===== config.mk =====
export PLATFORM = sky130hd
export DESIGN_NAME = tmc_scan
export DESIGN_NICKNAME = d
export VERILOG_FILES = /design/src/rtl/core/tmc_pkg.sv /design/src/rtl/core/tmc_scan.sv
export SDC_FILE = /design/constraint.sdc
export NUM_CORES = 1
export LEC_CHECK = 0
export ABC_AREA = 1
export BUFFER_PORTS_ARGS = -buffer_cell sky130_fd_sc_hd__buf_4
export CAP_MARGIN = 15
export CORE_MARGIN = 5
export CORE_UTILIZATION = 63
export DETAILED_ROUTE_END_ITERATION = 10
export GPL_ROUTABILITY_DRIVEN = 0
export PLACE_DENSITY = 0.82
export SYNTH_ARGS = -nofsm -noshare
export SYNTH_HDL_FRONTEND = slang
export SYNTH_SLANG_ARGS = --single-unit

===== constraint.sdc =====
create_clock -name clk -period 3.7 [get_ports clk]
set_clock_uncertainty 0.15 [all_clocks]
set_input_delay 0.37 -clock clk [delete_from_list [all_inputs] [get_ports clk]]
set_output_delay 0.37 -clock clk [all_outputs]
set_load 0.05 [all_outputs]

===== src/rtl/core/tmc_pkg.sv =====
package tmc_pkg;

    // map geometry
    localparam int MAP_WIDTH  = 128;
    localparam int MAP_HEIGHT = 64;
    localparam int X_W        = $clog2(MAP_WIDTH);
    localparam int Y_W        = $clog2(MAP_HEIGHT);
    localparam int ADDR_W     = $clog2(MAP_WIDTH * MAP_HEIGHT);
    localparam int MAP_DEPTH  = MAP_WIDTH * MAP_HEIGHT;

    // field widths
    localparam int POS_W   = 11;
    localparam int COORD_W = POS_W + 1;
    localparam int RAD_W   = 6;
    localparam int D_W     = RAD_W + 1;
    localparam int SQ_W    = 2 * RAD_W;
    localparam int TILE_W  = 2;
    localparam int OP_W    = 2;

    // operation codes
    localparam logic [OP_W-1:0] OP_WRITE   = 2'd0;
    localparam logic [OP_W-1:0] OP_READ    = 2'd1;
    localparam logic [OP_W-1:0] OP_DESTROY = 2'd2;

    // tile codes
    localparam logic [TILE_W-1:0] TILE_CLEAR = 2'd0;
    localparam logic [TILE_W-1:0] TILE_SOIL  = 2'd1;

    // one visited cell of a destroy sweep
    typedef struct packed {
        logic              valid;
        logic              hit;
        logic              last;
        logic [ADDR_W-1:0] addr;
    } scan_cell_t;

    function automatic logic in_map(input logic signed [COORD_W-1:0] x,
                                    input logic signed [COORD_W-1:0] y);
        in_map = (x >= 0) && (x < $signed(COORD_W'(MAP_WIDTH)))
              && (y >= 0) && (y < $signed(COORD_W'(MAP_HEIGHT)));
    endfunction

    function automatic logic [ADDR_W-1:0] cell_addr(input logic signed [COORD_W-1:0] x,
                                                    input logic signed [COORD_W-1:0] y);
        logic [X_W-1:0] xi;
        logic [Y_W-1:0] yi;
        xi = x[X_W-1:0];
        yi = y[Y_W-1:0];
        cell_addr = ADDR_W'(yi * MAP_WIDTH) + ADDR_W'(xi);
    endfunction

endpackage


===== src/rtl/core/tmc_scan.sv =====
module tmc_scan import tmc_pkg::*;
(
    input  logic                      clk,
    input  logic                      rst_n,
    input  logic                      go,
    input  logic signed [POS_W-1:0]   cx,
    input  logic signed [POS_W-1:0]   cy,
    input  logic        [RAD_W-1:0]   r,
    output scan_cell_t                sweep
);

    logic                      active_reg, active_next;
    logic signed [COORD_W-1:0] x_reg, x_next;
    logic signed [COORD_W-1:0] y_reg, y_next;
    logic signed [COORD_W-1:0] x0_reg, x0_next;
    logic signed [D_W-1:0]     dx_reg, dx_next;
    logic signed [D_W-1:0]     dy_reg, dy_next;
    logic        [RAD_W-1:0]   r_reg, r_next;
    logic        [SQ_W-1:0]    dxsq_reg, dxsq_next;
    logic        [SQ_W-1:0]    dysq_reg, dysq_next;
    logic        [SQ_W-1:0]    rsq_reg, rsq_next;

    logic signed [D_W-1:0]     r_s;
    logic                      row_end;
    logic                      sweep_end;
    logic [SQ_W:0]             dsq_sum;
    logic        [SQ_W-1:0]    step_sq;
    logic signed [D_W-1:0]     step_d;
    logic [SQ_W+1:0]           step_sum;
    logic [SQ_W-1:0]           r_sq;

    assign r_s       = $signed({1'b0, r_reg});
    assign row_end   = (dx_reg == r_s);
    assign sweep_end = row_end && (dy_reg == r_s);
    assign dsq_sum   = {1'b0, dxsq_reg} + {1'b0, dysq_reg};
    assign r_sq      = SQ_W'({{RAD_W{1'b0}}, r} * {{RAD_W{1'b0}}, r});

    // shared square stepper: (d+1)^2 = d^2 + 2d + 1, on dy at a row end, else on dx
    assign step_sq  = row_end ? dysq_reg : dxsq_reg;
    assign step_d   = row_end ? dy_reg : dx_reg;
    assign step_sum = {2'b00, step_sq}
                    + {{(SQ_W+1-D_W){step_d[D_W-1]}}, step_d, 1'b0}
                    + (SQ_W+2)'(1);

    always_comb
    begin
        active_next = active_reg;
        x_next      = x_reg;
        y_next      = y_reg;
        x0_next     = x0_reg;
        dx_next     = dx_reg;
        dy_next     = dy_reg;
        r_next      = r_reg;
        dxsq_next   = dxsq_reg;
        dysq_next   = dysq_reg;
        rsq_next    = rsq_reg;
        if (go)
        begin
            active_next = 1'b1;
            r_next      = r;
            x0_next     = COORD_W'(cx) - $signed({{(COORD_W-RAD_W){1'b0}}, r});
            x_next      = COORD_W'(cx) - $signed({{(COORD_W-RAD_W){1'b0}}, r});
            y_next      = COORD_W'(cy) - $signed({{(COORD_W-RAD_W){1'b0}}, r});
            dx_next     = -$signed({1'b0, r});
            dy_next     = -$signed({1'b0, r});
            dxsq_next   = r_sq;
            dysq_next   = r_sq;
            rsq_next    = r_sq;
        end
        else if (active_reg)
        begin
            if (sweep_end)
            begin
                active_next = 1'b0;
            end
            else if (row_end)
            begin
                x_next    = x0_reg;
                dx_next   = -r_s;
                dxsq_next = rsq_reg;
                y_next    = y_reg + COORD_W'(1);
                dy_next   = dy_reg + D_W'(1);
                dysq_next = step_sum[SQ_W-1:0];
            end
            else
            begin
                x_next    = x_reg + COORD_W'(1);
                dx_next   = dx_reg + D_W'(1);
                dxsq_next = step_sum[SQ_W-1:0];
            end
        end
    end

    always_ff @(posedge clk or negedge rst_n)
    begin
        if (!rst_n)
        begin
            active_reg <= 1'b0;
        end
        else
        begin
            active_reg <= active_next;
        end
    end

    always_ff @(posedge clk)
    begin
        x_reg    <= x_next;
        y_reg    <= y_next;
        x0_reg   <= x0_next;
        dx_reg   <= dx_next;
        dy_reg   <= dy_next;
        r_reg    <= r_next;
        dxsq_reg <= dxsq_next;
        dysq_reg <= dysq_next;
        rsq_reg  <= rsq_next;
    end

    assign sweep.valid = active_reg;
    assign sweep.hit   = active_reg && in_map(x_reg, y_reg) && (dsq_sum <= {1'b0, rsq_reg});
    assign sweep.last  = active_reg && sweep_end;
    assign sweep.addr  = cell_addr(x_reg, y_reg);

endmodule


==> impl_results.md, run 1 <==
* Switch Pwr at around 0.0023 W
* Vias in the first global route at 6576
* Yosys top cell area share at 35.0%
* Most numerous cell on the critical path: nand2_1
* Dpl ws at -0.235 ns
* Fin crit share at 102%
* Min Hold Slack at 0.172 ns
* HP Class: input port to async pin
* Most frequent cells in the layout: nand2_1 (272), inv_1 (139), edfxtp_1 (90), buf_4 (79)
* Data required time of the critical path at 3.18 ns
* Worst endpoint data arrival time at 3.25 ns
* CP max stage cell: edfxtp_1
* WS Path Type: flop to output port
* # fillers at 927
* Top_reg_cell synth: edfxtp_1
* Count of input and output buffers at 46
* Sw Ratio at 42.3%
* Setup crit start: dxsq_reg[3]$_DFFE_PP_
* Top cells by area, synth: edfxtp_1 (35%), nand2_1 (13%), ha_1 (11%)
* Root buffer cell: clkbuf_16
* # DRC at 0
* Vias per Instance at between 5 and 6
* Detailed placement HPWL at 14100 um
* Area Growth Syn to Fin at 13.8%
* Power Density at around 600 nW/um^2
* Failing checks: negative setup slack
* R2r startpoint: r_reg[5]$_DFFE_PP_
* Count of cell types in the netlist at a little over 40
* Max transition margin at 22.6%
* GRT Overall Usage at 26.7%
* Syn Inst Count at 1006
* Worst Setup End Kind: output port
* Reg2Reg Depth at 18
* Final hold vios at 0
* Top-Level Pins at 47
* Initial antenna violation count at 0
* Register bit total from synthesis at 91
* Peak Freq at 0.265 GHz
* Die ar. at ~15000 um^2
* Fraction of registers with async set/reset at 1.10%
* Largest net degree at the start of global routing at 85
* Setup WS post-layout at -0.0742 ns
* Post-Route WL at 19100 um
* Clock power frac at 18.1%
* Post-layout minimum cycle time at 3.77 ns
* Yosys warns at 0
* Worst path cell trace: ha_4 -> buf_6 -> nand2_4 -> nor2_4 -> a21o_1 -> buf_4 -> buf_4 -> xor2_1 -> ha_1 -> a21oi_1 -> nor2_1 -> a211oi_2 -> nand2_1 -> nand3_2 -> nand2_1 -> nand2_1 -> nand2_1 -> nand2_1 -> nand2_1 -> nor2_2 -> buf_6
* Reg clk slew, reported paths at approximately 0.070 ns
* Ant diodes at 0
* Initial Utilization at 64.3%
* Seq pwr share at 29.3%
* Ratio of cells with drive above 1 in the final layout at 12.4%
* Setup TNS at -0.0742 ns
* Internal at approximately 0.0031 W
* Post-synth EDFFs at 90
* Max stage delay on crit path at 0.50 ns
* Mapped Avg Cell Area at about 7.7 um^2
* VDD IR max at a little under 0.0003 V
* Max-cap violations at 0
* Clock H-tree levels at 3
* Global-route wire length before repair at 30800 um
* Status: complete, but fails checks
* Combinational share of power at 52.6%
* Total gr overflow at 0
* Most common cell after layout, fill and taps aside: nand2_1
* Die W at roughly 120 um
* Net Count, Synth at 1120
* CTS tree: done
* Register area share after synthesis at 35.3%
* Final #Nets at approximately 1200
* Leakage at 4.35 nW
* Clock Sink Count at 91
* First drt pass iteration count at 6
* Core area at ~12000 um^2
* Die height at 121 um
* CTS buffer count at 9
* Rows at 40
* Antenna Nets Post-Route at 0
* Worst skew pair latency at 0.36 ns
* Synthesized area at a little under 8000 um^2
* Detailed Route Iter0 Violations at 657
* Fin. max-slew vios at 0
* WL/cell at 15.7 um
* Worst Tran Pin Value at 1.16 ns
* Yosys top cell by area: edfxtp_1
* Setup violators final at 1
* RSZ-0062 raised after global routing: true
* Crit-path max FO at 4
* Worst setup SP type: flop
* Vias at approximately 6800
* Clock buffer depth at 2
-- metal layers --
| metal | GRT usage (%) | wire length, um |
|---|---|---|
| met5 | 0 | 0 |
| met4 | 10.5 | 523 |
| met3 | 5.52 | 1410 |
| met2 | 43.3 | 9070 |
| met1 | 35.1 | 8090 |
-- power groups by stage --
stage / registers, W / logic, W / clock network, W
6_report: 0.00159 / 0.00285 / 0.000980
3_5_place_dp: 0.00159 / 0.00255 / 0
5_1_grt: 0.00161 / 0.00322 / 0.00102
3_3_place_gp: 0.00158 / 0.00248 / 0
2_1_floorplan: 0.00153 / 0.00198 / 0
4_1_cts: 0.00158 / 0.00276 / 0.000974
-- per-stage QoR --
step / instance area [um^2] / std cells / utilization [%] / power (W)
CTS: 8760 / 1213 / 72.9 / 0.00532
finish: 8790 / 1214 / 73.2 / 0.00543
floorplan: 7730 / 1006 / - / 0.00351
detailed placement: 8290 / 1192 / 69.0 / 0.00413
global placement: 8290 / 1192 / 69.0 / 0.00406
global route: 8790 / 1214 / 73.2 / 0.00586
-- cell type report --
type | instances | area (um^2) | area share, %
clock buffers | 9 | 225 | 2.56
clock inverters | 7 | 82.6 | 0.940
inverters | 146 | 548 | 6.23
multi-input cells | 730 | 4370 | 49.7
flip-flops and latches | 91 | 2730 | 31.0
well taps | 147 | 184 | 2.09
repair buffers | 84 | 657 | 7.47
-- logic make-up (layout without fill, tap and decap cells) --
group                    after synthesis  after routing  synth area share (%)
AND/OR/NAND/NOR                      438            438                  23.3
AO/OA/AOI/OAI                        162            162                  11.3
XOR/XNOR                              47             47                  5.33
flip-flops                            91             91                  35.3
adder cells (fa/ha/maj)               83             83                  14.7
buffers and inverters                185            246                  10.0
-- cells in the mapped netlist (5+ instances only) --
| library cell | n |
|---|---|
| nor3_1 | 12 |
| xor2_1 | 33 |
| buf_2 | 6 |
| nand2_1 | 274 |
| inv_2 | 6 |
| and2_1 | 5 |
| fa_1 | 13 |
| a21oi_1 | 52 |
| inv_1 | 140 |
| ha_1 | 70 |
| clkbuf_1 | 12 |
| nand3_1 | 50 |
| a31oi_1 | 7 |
| edfxtp_1 | 90 |
| nand4_1 | 9 |
| xnor2_1 | 14 |
| nor2_1 | 74 |
| o21ai_0 | 76 |
| buf_4 | 17 |
-- repair_timing --
item	CTS	global route
setup endpoints to repair	1	10
gates resized for setup	21	9
hold buffers	1	0
hold endpoints to repair	1	0
pin swaps	12	8
setup buffers	4	1
-- worst max-delay path, delay by kind of cell (launching register included) --
family	cells	cell delay (ns)
and+or+nand+nor	11	0.68
adders and majority gates	2	0.59
buffers and inverters	4	0.53
DFF	1	0.50
AOI/OAI and AO/OA	3	0.45
xor gates and xnor gates	1	0.14
-- path summary, 6_finish.rpt --
path | end | slack, ns
hold / removal | active_reg$_DFF_PN0_ | 0.17
setup / recovery | sweep[14] | -0.07
setup reg to reg | dxsq_reg[8]$_DFFE_PP_ | 0.33
hold reg to reg | x_reg[11]$_DFFE_PP_ | 0.45
max in group asynchronous | active_reg$_DFF_PN0_ | 3.15
min in group clk | x0_reg[11]$_DFFE_PP_ | 0.17
Note: power is estimated with default switching activity, not from simulation.
==> inputs of run 2 (changes only) <==
--- a/config.mk
+++ b/config.mk
@@ -13,6 +13,8 @@
 export DETAILED_ROUTE_END_ITERATION = 10
 export GPL_ROUTABILITY_DRIVEN = 0
 export PLACE_DENSITY = 0.82
+export RECOVER_POWER = 25
 export SYNTH_ARGS = -nofsm -noshare
 export SYNTH_HDL_FRONTEND = slang
 export SYNTH_SLANG_ARGS = --single-unit
+export TNS_END_PERCENT = 20
==> run 2 against run 1 <==
The run ends with max-capacitance violations, max-slew violations, negative setup slack left. Count of clock-buffer cells in the layout did not move. Clock power fell by 10%. Combinational power rose by 2%. Sequential power barely moved. Non-clock buffer count rose by 5. Flip-flop and latch count did not move. Fmax rose by 1.7%. Critical path type unchanged. Critical endpoint unchanged.
==> impl_results.md, run 2 (synthesis results as in run 1) <==
* Vias in the first global route at 6468
* RSZ-0062 raised after global routing: true
* Core area at about 12000 um^2
* Initial Utilization at 64.3%
* HP Class: input port to async pin
* Setup TNS at -0.0118 ns
* Die W at about 120 um
* Count of input and output buffers at 46
* WS Path Type: flop to output port
* # DRC at 0
* Setup violators final at 1
* Antenna Nets Post-Route at 0
* Max stage delay on crit path at 0.46 ns
* Worst Tran Pin Value at 1.73 ns
* CTS buffer count at 9
* Max-cap violations at 1
* R2r startpoint: r_reg[2]$_DFFE_PP_
* Reg clk slew, reported paths at 0.07 ns
* Final #Nets at 1181
* Clock Sink Count at 91
* Final hold vios at 0
* Detailed Route Iter0 Violations at a little over 600
* Reg2Reg Depth at 16
* Initial antenna violation count at 0
* First drt pass iteration count at 5
* Vias at 6739
* Data required time of the critical path at around 3.2 ns
* Multi-input logic area at 4370 um^2
* Die ar. at 14600 um^2
* Vias per Instance at 5.53
* Area Growth Syn to Fin at 12.9%
* Crit-path max FO at 4
* Ratio of cells with drive above 1 in the final layout at 11.3%
* R2R setup slack at 0.33 ns
* Global-route wire length before repair at just over 30000 um
* M3 GR Usage at 4.35%
* Met1 Use GR at about 36%
* Most frequent cells in the layout: nand2_1 (270), inv_1 (140), edfxtp_1 (90), o21ai_0 (73), nor2_1 (71)
* Fin crit share at 100%
* CTS tree: done
* Register Area at 2730 um^2
* CP top delay family: simple AND/OR/NAND/NOR gates
* Busiest grt layer: met2
* Peak Freq at 0.269 GHz
* Post-layout minimum cycle time at 3.71 ns
* Met2 usage at 43.0%
* Worst path cell trace: ha_4 -> buf_6 -> nand2_4 -> nor2_4 -> a21o_1 -> nand2_2 -> nand2_2 -> a21oi_2 -> xor2_1 -> ha_1 -> buf_4 -> a211oi_2 -> nand2_1 -> nand3_2 -> nand2_1 -> nand2_1 -> nand2_1 -> nand2_1 -> nand2_1 -> nor2_2 -> buf_6
* Most common cell after layout, fill and taps aside: nand2_1
* Leakage at ~4.3 nW
* R2R Path End: dysq_reg[8]$_DFFE_PP_
* Clock buffer depth at 2
* Fin. max-slew vios at 85
* Root buffer cell: clkbuf_16
* Worst skew pair latency at around 0.35 ns
* Top-Level Pins at 47
* Rows at 40
* Die height at 121 um
* Ant diodes at 0
* GRT Overall Usage at 26.4%
* Worst setup SP type: flop
* Failing checks: max-capacitance violations, max-slew violations, negative setup slack
* Power Density at 616 nW/um^2
* Largest net degree at the start of global routing at 85
* Buf/Inv on CP at 3
* Post-Route WL at 18400 um
* Max transition margin at -15.7%
* Dpl ws at -0.0993 ns
* Setup WS post-layout at -0.0118 ns
* # fillers at 954
* Clock H-tree levels at 3
* CP max stage cell: edfxtp_1
* Detailed placement HPWL at 14000 um
* Most numerous cell on the critical path: nand2_1
* Total gr overflow at 0
* VDD IR max at 0.000258 V
* Status: complete, but fails checks
* Worst Setup End Kind: output port
* WL/cell at 15.1 um
* Worst endpoint data arrival time at 3.19 ns
[run 2: timing repair]
item	in CTS	in global routing
gates resized for setup	23	8
hold buffers	1	0
endpoints found under the hold margin	1	0
endpoints found under the setup margin	1	5
buffers inserted	4	4
pin swaps	14	9
[run 2: cell type report]
| cell class | instances | area share, % |
|---|---|---|
| clock buffer | 9 | 2.58 |
| tap | 147 | 2.11 |
| timing repair buffer | 89 | 7.10 |
| clock inverter | 7 | 0.545 |
| sequential | 91 | 31.3 |
| inverter | 146 | 6.28 |
| multi-input combinational | 730 | 50.1 |
[run 2: report_power, final]
part	internal [W]	total (W)	switching, W
clock network	0.000458	0.000879	0.000421
logic	0.00120	0.00291	0.00171
registers	0.00142	0.00158	0.000167
total	0.00308	0.00538	0.00230
[run 2: worst max path at each step]
stage,startpoint,end,slack [ns],cells after the start
after global placement,r[0],dxsq_reg[11]$_DFFE_PP_,0.02,19
after detailed placement,r[0],dxsq_reg[11]$_DFFE_PP_,-0.1,19
after floorplan,r[3],rsq_reg[11]$_DFFE_PP_,-0.01,18
after CTS,dysq_reg[3]$_DFFE_PP_,sweep[14],-0.08,21
final,dxsq_reg[3]$_DFFE_PP_,sweep[14],-0.01,21
after global routing,dysq_reg[3]$_DFFE_PP_,sweep[14],-0.23,22
[run 2: per-layer routing]
layer	routed length [um]	share of wire, %
met1	8140	44
met2	8600	47
met3	1280	7.0
met4	378	2.1
met5	0	0
[run 2: metrics by stage]
stage	hold WS (ns)	area (um^2)	total power (W)	cells	utilization [%]
after floorplan	-0.0756	7730	0.00351	1006	-
after global placement	-0.00389	8300	0.00407	1194	69.1
final	0.181	8720	0.00538	1219	72.6
after global routing	0.178	8720	0.00584	1219	72.6
after CTS	0.161	8730	0.00527	1215	72.7
after detailed placement	-0.00268	8300	0.00414	1194	69.1
